File: src/sv/wildcard_signature_prefix_matcher_unit_assert.svh
// Assertion macros for the signature matcher top level.
// Expect clk and arst_n in the scope of each use.
`ifndef WILDCARD_SIGNATURE_PREFIX_MATCHER_UNIT_ASSERT_SVH
`define WILDCARD_SIGNATURE_PREFIX_MATCHER_UNIT_ASSERT_SVH

// checked only out of reset
`define WSPM_ASSERT(lbl, prop, msg) \
	lbl: assert property (@(posedge clk) disable iff (!arst_n) prop) else $error(msg);

// checked on every edge, reset included
`define WSPM_ASSERT_ALWAYS(lbl, prop, msg) \
	lbl: assert property (@(posedge clk) prop) else $error(msg);

`endif

File: src/sv/wspm_pkg.sv
// Package for the wildcard signature prefix matcher.
// Holds opcodes, field widths and parameter defaults; no dependencies.
`timescale 1ns / 1ps
`default_nettype none

package wspm_pkg;

	localparam int ENTRIES_DEF = 16;
	localparam int MAXLEN_DEF  = 16;

	localparam int OPCODE_W = 2;
	localparam int INDEX_W  = 4;
	localparam int POSN_W   = 4;
	localparam int BYTE_W   = 8;
	localparam int LENGTH_W = 5;
	localparam int WORD_W   = BYTE_W + 1;

	localparam int S_TDATA_W = 24;
	localparam int S_TUSER_W = OPCODE_W;
	localparam int M_TDATA_W = 16;

	localparam logic [OPCODE_W-1:0] OP_PATTERN = 2'd0;
	localparam logic [OPCODE_W-1:0] OP_LENGTH  = 2'd1;
	localparam logic [OPCODE_W-1:0] OP_BYTE    = 2'd2;
	localparam logic [OPCODE_W-1:0] OP_START   = 2'd3;

endpackage

`default_nettype wire

File: src/sv/wildcard_signature_prefix_matcher_unit.sv
// Top level of the wildcard signature prefix matcher.
// Depends on wspm_pkg, wspm_ram and the assertion macro header.
`timescale 1ns / 1ps
`default_nettype none
`include "wildcard_signature_prefix_matcher_unit_assert.svh"

// One result transaction per input transaction, in order. Items enter at one per
// cycle unless a result held by m_tready stalls them. Each item passes an input
// register, then the table update and longest-match selection into the result
// register. Each entry's pattern sits in its own RAM, read one position ahead of
// the file byte counter so that all entries compare the incoming byte at once.
// No clearing pass is needed after reset: pattern bytes must be written before an
// entry of that length is used.
module wildcard_signature_prefix_matcher_unit #(
	parameter int ENTRIES = wspm_pkg::ENTRIES_DEF,
	parameter int MAXLEN  = wspm_pkg::MAXLEN_DEF
) (
	input  wire logic                           clk,
	input  wire logic                           arst_n,
	input  wire logic                           s_tvalid,
	output logic                                s_tready,
	// entry_index[3:0], position[7:4], byte_value[15:8], is_wildcard[16],
	// entry_length[21:17], zero fill
	input  wire logic [wspm_pkg::S_TDATA_W-1:0] s_tdata,
	// opcode[1:0]
	input  wire logic [wspm_pkg::S_TUSER_W-1:0] s_tuser,
	output logic                                m_tvalid,
	input  wire logic                           m_tready,
	// found[0], best_entry[4:1], best_length[9:5], bytes_seen[14:10], zero fill
	output logic      [wspm_pkg::M_TDATA_W-1:0] m_tdata
);

	import wspm_pkg::*;

	localparam int CNT_W = $clog2(MAXLEN + 1);
	localparam int POS_W = (MAXLEN > 1) ? $clog2(MAXLEN) : 1;

	logic                valid_s1;
	logic [OPCODE_W-1:0] op_s1;
	logic [INDEX_W-1:0]  idx_s1;
	logic [POSN_W-1:0]   pos_s1;
	logic [BYTE_W-1:0]   byte_s1;
	logic                wild_s1;
	logic [LENGTH_W-1:0] len_s1;

	logic [CNT_W-1:0]    len_q [ENTRIES];
	logic [ENTRIES-1:0]  alive_q;
	logic [CNT_W-1:0]    cnt_q;

	logic                m_valid_q;
	logic                found_q;
	logic [INDEX_W-1:0]  best_entry_q;
	logic [LENGTH_W-1:0] best_len_q;
	logic [LENGTH_W-1:0] bytes_q;

	logic                s_accept;
	logic                adv;
	logic [CNT_W-1:0]    len_nx [ENTRIES];
	logic [ENTRIES-1:0]  alive_nx;
	logic [CNT_W-1:0]    cnt_nx;
	logic [POS_W-1:0]    rd_addr;
	logic [WORD_W-1:0]   rd_word [ENTRIES];
	logic [ENTRIES-1:0]  matched;
	logic [ENTRIES-1:0]  win;
	logic                found_c;
	logic [INDEX_W-1:0]  best_entry_c;
	logic [LENGTH_W-1:0] best_len_c;
	logic                pos_ok;

	assign adv      = valid_s1 && (!m_valid_q || m_tready);
	assign s_tready = !valid_s1 || adv;
	assign s_accept = s_tvalid && s_tready;
	assign pos_ok   = int'(pos_s1) < MAXLEN;
	assign rd_addr  = adv ? cnt_nx[POS_W-1:0] : cnt_q[POS_W-1:0];

	always_ff @(posedge clk or negedge arst_n) begin
		if (!arst_n) begin
			valid_s1 <= 1'b0;
		end else if (s_accept) begin
			valid_s1 <= 1'b1;
		end else if (adv) begin
			valid_s1 <= 1'b0;
		end
	end

	always_ff @(posedge clk) begin
		if (s_accept) begin
			op_s1   <= s_tuser[OPCODE_W-1:0];
			idx_s1  <= s_tdata[3:0];
			pos_s1  <= s_tdata[7:4];
			byte_s1 <= s_tdata[15:8];
			wild_s1 <= s_tdata[16];
			len_s1  <= s_tdata[21:17];
		end
	end

	for (genvar e = 0; e < ENTRIES; e++) begin : g_entry
		logic we;

		assign we = adv && (op_s1 == OP_PATTERN) && (int'(idx_s1) == e) && pos_ok;

		wspm_ram #(
			.WIDTH(WORD_W),
			.DEPTH(MAXLEN)
		) u_ram (
			.clk  (clk),
			.we   (we),
			.waddr(pos_s1[POS_W-1:0]),
			.wdata({wild_s1, byte_s1}),
			.raddr(rd_addr),
			.rdata(rd_word[e])
		);
	end

	// state after the item in stage one
	always_comb begin
		for (int e = 0; e < ENTRIES; e++) begin
			len_nx[e] = len_q[e];
		end
		alive_nx = alive_q;
		cnt_nx   = cnt_q;
		unique case (op_s1)
			OP_PATTERN: begin
			end
			OP_LENGTH: begin
				for (int e = 0; e < ENTRIES; e++) begin
					if (int'(idx_s1) == e) begin
						len_nx[e] = (int'(len_s1) > MAXLEN) ? CNT_W'(MAXLEN) : CNT_W'(len_s1);
					end
				end
			end
			OP_BYTE: begin
				if (cnt_q < CNT_W'(MAXLEN)) begin
					for (int e = 0; e < ENTRIES; e++) begin
						if ((cnt_q < len_q[e]) && !rd_word[e][BYTE_W] &&
						    (rd_word[e][BYTE_W-1:0] != byte_s1)) begin
							alive_nx[e] = 1'b0;
						end
					end
					cnt_nx = CNT_W'(cnt_q + 1'b1);
				end
			end
			OP_START: begin
				alive_nx = '1;
				cnt_nx   = '0;
			end
			default: begin
			end
		endcase
	end

	// longest full match, lowest index on a tie
	always_comb begin
		logic beaten;
		for (int e = 0; e < ENTRIES; e++) begin
			matched[e] = (len_nx[e] != '0) && alive_nx[e] && (len_nx[e] <= cnt_nx);
		end
		for (int e = 0; e < ENTRIES; e++) begin
			beaten = 1'b0;
			for (int j = 0; j < ENTRIES; j++) begin
				if (matched[j] && (j < e) && (len_nx[j] >= len_nx[e])) begin
					beaten = 1'b1;
				end
				if (matched[j] && (j > e) && (len_nx[j] > len_nx[e])) begin
					beaten = 1'b1;
				end
			end
			win[e] = matched[e] && !beaten;
		end
		found_c      = |matched;
		best_entry_c = '0;
		best_len_c   = '0;
		for (int e = 0; e < ENTRIES; e++) begin
			if (win[e]) begin
				best_entry_c = best_entry_c | INDEX_W'(e);
				best_len_c   = best_len_c | LENGTH_W'(len_nx[e]);
			end
		end
	end

	always_ff @(posedge clk or negedge arst_n) begin
		if (!arst_n) begin
			for (int e = 0; e < ENTRIES; e++) begin
				len_q[e] <= '0;
			end
			alive_q   <= '1;
			cnt_q     <= '0;
			m_valid_q <= 1'b0;
		end else begin
			if (adv) begin
				for (int e = 0; e < ENTRIES; e++) begin
					len_q[e] <= len_nx[e];
				end
				alive_q <= alive_nx;
				cnt_q   <= cnt_nx;
			end
			if (adv) begin
				m_valid_q <= 1'b1;
			end else if (m_tready) begin
				m_valid_q <= 1'b0;
			end
		end
	end

	always_ff @(posedge clk) begin
		if (adv) begin
			found_q      <= found_c;
			best_entry_q <= best_entry_c;
			best_len_q   <= best_len_c;
			bytes_q      <= LENGTH_W'(cnt_nx);
		end
	end

	assign m_tvalid = m_valid_q;
	assign m_tdata  = {1'b0, bytes_q, best_len_q, best_entry_q, found_q};

	`WSPM_ASSERT_ALWAYS(a_idle_after_reset, (!arst_n |=> !m_tvalid), "result offered straight after reset")
	`WSPM_ASSERT(a_cnt_bound, (cnt_q <= CNT_W'(MAXLEN)), "byte counter beyond maximum length")
	`WSPM_ASSERT(a_start_clears, (adv && (op_s1 == OP_START)) |=> ((cnt_q == '0) && (alive_q == '1)), "start did not reset file state")
	`WSPM_ASSERT(a_len_le_seen, m_valid_q |-> (best_len_q <= bytes_q), "best length exceeds bytes seen")
	`WSPM_ASSERT(a_found_len, m_valid_q |-> (found_q == (best_len_q != '0)), "found flag disagrees with length")

endmodule

`default_nettype wire

File: src/sv/wspm_ram.sv
// Generic single-write, single-read RAM with registered, write-first read.
// No dependencies.
`timescale 1ns / 1ps
`default_nettype none

module wspm_ram #(
	parameter int WIDTH = 9,
	parameter int DEPTH = 16
) (
	input  wire logic                                    clk,
	input  wire logic                                    we,
	input  wire logic [(DEPTH > 1 ? $clog2(DEPTH) : 1)-1:0] waddr,
	input  wire logic [WIDTH-1:0]                        wdata,
	input  wire logic [(DEPTH > 1 ? $clog2(DEPTH) : 1)-1:0] raddr,
	output logic      [WIDTH-1:0]                        rdata
);

	logic [WIDTH-1:0] mem_q [DEPTH];

	always_ff @(posedge clk) begin
		if (we) begin
			mem_q[waddr] <= wdata;
		end
		if (we && (waddr == raddr)) begin
			rdata <= wdata;
		end else begin
			rdata <= mem_q[raddr];
		end
	end

endmodule

`default_nettype wire
File: config.mk
export PLATFORM = sky130hd
export DESIGN_NAME = wildcard_signature_prefix_matcher_unit
export DESIGN_NICKNAME = d
export VERILOG_FILES = /design/src/sv/wspm_pkg.sv /design/src/sv/wildcard_signature_prefix_matcher_unit.sv /design/src/sv/wspm_ram.sv
export VERILOG_INCLUDE_DIRS = /design/src /design/src/sv
export SDC_FILE = /design/constraint.sdc
export NUM_CORES = 2
export LEC_CHECK = 0
export ABC_AREA = 1
export BUFFER_PORTS_ARGS = -buffer_cell sky130_fd_sc_hd__buf_2
export CELL_PAD_IN_SITES_DETAIL_PLACEMENT = 1
export CELL_PAD_IN_SITES_GLOBAL_PLACEMENT = 2
export CORE_UTILIZATION = 46
export CTS_CLUSTER_DIAMETER = 30
export DETAILED_ROUTE_END_ITERATION = 16
export PLACE_DENSITY = 0.87
export SKIP_CTS_REPAIR_TIMING = 1
export SLEW_MARGIN = 20
export SYNTH_ARGS = -nofsm -noshare
export SYNTH_HDL_FRONTEND = slang
export SYNTH_SLANG_ARGS = --single-unit
File: constraint.sdc
create_clock -name clk -period 16 [get_ports clk]
set_input_delay 3.2 -clock clk [delete_from_list [all_inputs] [get_ports clk]]
set_output_delay 3.2 -clock clk [all_outputs]
set_load 0.01 [all_outputs]
# --- Word level (Yosys, flattened, before mapping) ---
# Memory sizes are Yosys's and may differ from the RTL's. A register that Yosys moved wholly into a read port is not among the register bits.
# Cells that the tools add are included.
op_classes:
  addsub: 1
  order_cmp: 274
  n_eq_ne: 34
  mux: 342
  bitwise_logic: 15
  reduce_logical: 399
ops:
  columns: ["op", "count"]
  rows:
  - ["5-bit >= comparator", 120]
  - ["5-bit greater-than comparator", 120]
  - ["1-bit logical AND", 339]
  - ["1-bit 2-to-1 mux", 295]
  - ["5-bit 2-to-1 mux", 34]
  - ["8-bit inequality test", 16]
  - ["5-bit less-or-equal comparator", 16]
  - ["5-bit less-than comparator", 16]
  - ["80-bit 2-to-1 mux", 1]
  - ["5-bit nonzero test", 16]
  - ["5-bit OR", 15]
  - ["1-bit logical NOT", 34]
  - ["4-bit == test (second input constant)", 8]
  - ["16-bit one-hot mux with 2 select lines", 1]
  - ["4-bit by 3-bit == test with 1-bit output (second input constant)", 4]
  - ["16-bit 2-to-1 mux", 1]
  - ["16-bit OR reduction", 1]
  - ["3-bit 2-to-1 mux", 4]
  - ["5-bit one-hot mux with 2 select lines", 1]
  - ["4-bit by 2-bit == test with 1-bit output (second input constant)", 2]
  - ["2-bit 2-to-1 mux", 4]
  - ["8-bit OR reduction", 1]
  - ["5-bit by 1-bit adder with 5-bit output (second input constant)", 1]
  - ["5-bit greater-than comparator (second input constant)", 1]
  - ["other kinds (11)", 14]
word_totals:
  ff_bits: 142
  mem_bits_rw: 2304
  input_bits: 30
  output_inout_bits: 18
  wordCells: 1114
  memories: 16
mem_list:
  columns: ["memory", "words", "width", "rd", "rd_ports_with_merged_regs", "write_ports", "line", "text"]
  rows:
  - ["g_entry[0].u_ram.mem_q", 16, 9, 1, 1, 1, "wspm_ram.sv:18", "logic [WIDTH-1:0] mem_q [DEPTH];"]
  - ["g_entry[10].u_ram.mem_q", 16, 9, 1, 1, 1, "wspm_ram.sv:18", null]
  - ["g_entry[11].u_ram.mem_q", 16, 9, 1, 1, 1, "wspm_ram.sv:18", null]
  - ["g_entry[12].u_ram.mem_q", 16, 9, 1, 1, 1, "wspm_ram.sv:18", null]
  - ["g_entry[13].u_ram.mem_q", 16, 9, 1, 1, 1, "wspm_ram.sv:18", null]
  - ["g_entry[14].u_ram.mem_q", 16, 9, 1, 1, 1, "wspm_ram.sv:18", null]
  - ["+10 memories", null, null, null, null, null, null, null]

# --- Longest topological paths before layout ---
logic_depth:
  word_depth: 57
  ltp_mapped: 31
  ltp_nobuf: 28

# --- By module ---
# From an unflattened synthesis, not the netlist that was laid out.
unflattened:
  cells_unflattened: 13957
  hier_area_um2: 131056.9
by_module_without_submodules:
  columns: ["mod", "n_inst", "cells_each", "area_per_inst_um2", "seq_area_each_um2"]
  rows:
  - ["wspm_ram (g_entry[0].u_ram ...)", 15, 610, 6402.4, 4404.2]
  - ["wildcard_signature_prefix_matcher_unit", 1, 4196, 28611.2, 3768.6]
  - ["wspm_ram (g_entry[11].u_ram)", 1, 611, 6409.9, 4404.2]

# --- Least setup slack after synthesis ---
# OpenSTA, ideal clock, no wires.
synth_path:
  path_type: "input port to output port"
  from: "input port m_tready"
  to: "output port s_tready"
  arrival_time_ns: 3.384
  required_time_ns: 12.800
  setup_slack_ns: 9.416
  cell_stages: 2
  path_buffers: 0
  cell_sequence: "inv_1 nand3_1"
synth_via:
  elab_chain_len: 3
synth_rtl:
  columns: ["element", "line", "text"]
  rows:
  - ["start: declaration", "wildcard_signature_prefix_matcher_unit.sv:28", "input wire logic m_tready,"]
  - ["1-bit logical OR", "wildcard_signature_prefix_matcher_unit.sv:70", "assign adv = valid_s1 && (!m_valid_q || m_tready);"]
  - ["1-bit logical AND", "wildcard_signature_prefix_matcher_unit.sv:70", null]
  - ["1-bit logical OR", "wildcard_signature_prefix_matcher_unit.sv:71", "assign s_tready = !valid_s1 || adv;"]
  - ["end: declaration", "wildcard_signature_prefix_matcher_unit.sv:21", "output logic s_tready,"]
# No other way between the ends.

==> qor.yml <==
hp-class: "reg -> reg"
antenna_left: 0
fmax_mhz: 134
gr-usage-all-layers_pct: 33.0
cts_root_buffer: "clkbuf_16"
grt_max_degree: 235
cp_data_arrival_time_ps: 8180
num_vias: 97700
cts_sinks: 2450
ys_types: 52
drt-total-wl_mm: 451
netlist.area_leader.share_pct: 57.2
clkSlewWorstSetupHoldPaths_ps: 40
grt_pass1_vias: 105000
syn-instance-count: 12200
grt_pass1_wl_mm: 664
vias_per_cell: 5.99
wl_per_cell_um: 27.6
synth_top_area_cell: "edfxtp_1"
avgSynthCellArea_um2: 10.1
totalNegativeSetupSlack_ps: 0
chipHeight_um: 519
drt_iter0_drc: 8368
gp_congestion: 0.906
finalCritPeriodShare_pct: 46.7
synth_area_um2: 123000
core_um2: 266000
layout-drive-gt1-share_pct: 10.1
ys_warn_count: 0
overflow: 0
clock_latency_ps: 960
antenna_found_initial: 21
ios: 48
required_ps: 16710
htree_levels: 5
dpl.hpwl_mm: 262
synth-edff-count: 2343
max_slew.worst_pin.slew_ps: 1180
clockBufferDepth: 4
multi_input_area_um2: 43400
cp_slowest_cell: "dfxtp_4"
cts_tree: "done"
ys_seq_area_share_pct: 59.4
power.density_nw_per_um2: 233
layout.area.seq_um2: 73100
synth_nets: 13000
ys.flop_type: "edfxtp_1"
port_buffers: 44
num-nets-final: 13100
crit_path_end_kind: "register"
rsz0062_at_grt: "no"
dieArea_um2: 270000
ir_drop_mv: 0.178
power.total_mw: 33.2
synth-seq-cells: 2450
drc: 0
crit_path_frequent_cell: "nand2_1"
period_minus_slack_ps: 7480
cp_max_fo: 159
slowest_delay_ps: 950
fin_skew_ps: 109
fillers: 28400
cap_violations: 0
cts_buffers: 488
area_growth_pct: 16.0
drt_pass1_iterations: 6
finalHoldViolCount: 0
finalSetupViolations: 0
async_reset_ff_share_pct: 4.20
outcome: "finished, final reports clean"
synth.area.top_cells: "edfxtp_1 57%, nand2_1 11%, ha_1 7.6%"
die_x_um: 519
start_kind: "register"
relSlewSlack_pct: 21.5
core.rowCount: 189
worstSetupPathType: "reg -> reg"
initial_core_util_pct: 46.3
finalMaxSlewViolations: 0
power_leakage_nw: 57.9
state kept, by name, indices dropped and copies added, names as in the netlist, 2 cells and up, named ones only:
signal	cells
op_s1	2
cnt_q	5
g_entry.u_ram.mem_q	2304
len_s1	5
len_q	80
pos_s1	4
alive_q	16
bytes_q	5
idx_s1	4
byte_s1	8
best_len_q	5
best_entry_q	4
synth_stat cells (18+ instances only):
| master | count |
|---|---|
| edfxtp_1 | 2343 |
| a21oi_1 | 315 |
| clkbuf_1 | 164 |
| nor3_1 | 26 |
| o211ai_1 | 109 |
| o21a_1 | 36 |
| o22ai_1 | 65 |
| or2_2 | 19 |
| nand2_1 | 3452 |
| a31oi_1 | 18 |
| buf_6 | 94 |
| buf_4 | 55 |
| nand4_1 | 103 |
| o21ai_0 | 555 |
| buf_2 | 232 |
| nand3_1 | 1669 |
| o21ai_1 | 58 |
| inv_1 | 850 |
| buf_1 | 59 |
| dfrtp_1 | 87 |
| o221a_2 | 91 |
| ha_1 | 745 |
| nand2_2 | 32 |
| nor2_1 | 889 |
final cells by class:
| cell class | instances | share of cell area [%] |
|---|---|---|
| Tap cell | 3533 | 3.10 |
| Inverter | 869 | 2.32 |
| Sequential cell | 2450 | 51.2 |
| Clock buffer | 550 | 8.83 |
| Multi-Input combinational cell | 8287 | 30.4 |
| Timing Repair Buffer | 256 | 1.46 |
| Clock inverter | 357 | 2.72 |
| Antenna cell | 4 | 0.00701 |
cells by family after synthesis:
logic type	after synthesis	synth area share (%)
DFF	2450	59.4
buffers and inverters	1477	5.52
other	1	0.00305
AOI/OAI and AO/OA	1314	6.38
adders and majority gates	745	7.58
and+or+nand+nor	6227	21.2
worst max-delay path: cells and delay by family, from the launching register on:
family	cells	cell delay (ps)
AO/OA/AOI/OAI	2	390
buffers and inverters	4	2230
flip-flops	1	950
AND/OR/NAND/NOR	19	3390
per-stage QoR:
step           hold WS [ps]  instances  area, um2  utilization (%)  worst slack [ps]
4_1_cts                 485      16300     143000             53.7              8540
3_5_place_dp            474      15400     126000             47.5              8650
6_report                485      16300     143000             53.8              8520
2_1_floorplan           453      12200     123000                -              9420
5_1_grt                 509      16300     143000             53.7              8110
3_3_place_gp            466      15400     126000             47.5              8720
final timing paths:
path	startpoint	endpoint	slack, ps	cells past startpoint
setup / recovery	register	best_entry_q[0]	8520	25
hold / removal	len_q[52]	len_q[52]	480	2
setup reg to reg	register	best_entry_q[0]	8520	25
hold reg to reg	len_q[52]	len_q[52]	480	2
max in group asynchronous	arst_n	len_q[38]	12270	2
min in group asynchronous	arst_n	len_q[46]	2350	1
layout by cell type, fill, tap and decap left out, drive strengths merged, types with 23 or more instances in the layout:
cell / netlist / routed
buf: 443 / 256
o211ai: 110 / 110
o221a: 91 / 91
clkinv: 6 / 210
o21a: 36 / 36
or2: 23 / 23
o21ai: 613 / 613
clkinvlp: 0 / 59
clkbuf: 165 / 550
ha: 745 / 745
inv: 863 / 890
o22ai: 65 / 65
edfxtp: 2343 / 2343
nand3: 1669 / 1669
dfrtp: 87 / 87
nor2: 902 / 902
bufinv: 0 / 67
a21oi: 315 / 315
nand2: 3486 / 3486
nor3: 30 / 30
nand4: 103 / 103
metal layers:
metal,wire length [um],track usage [%],vias up
met5,83,0,-
met4,26500,18.6,12
met2,217000,55.2,3957
met3,32100,5.46,1257
li1,-,-,42900
met1,175000,40.5,49600
power breakdown:
group	internal [mW]	leakage [nW]	switching, mW	total, mW
Sequential	7.26	22.5	0.172	7.44
Clock	6.71	7.93	3.50	10.2
Combinational	4.71	27.6	10.9	15.6
Total	18.7	57.9	14.5	33.2
(Power assumes the default switching activity.)
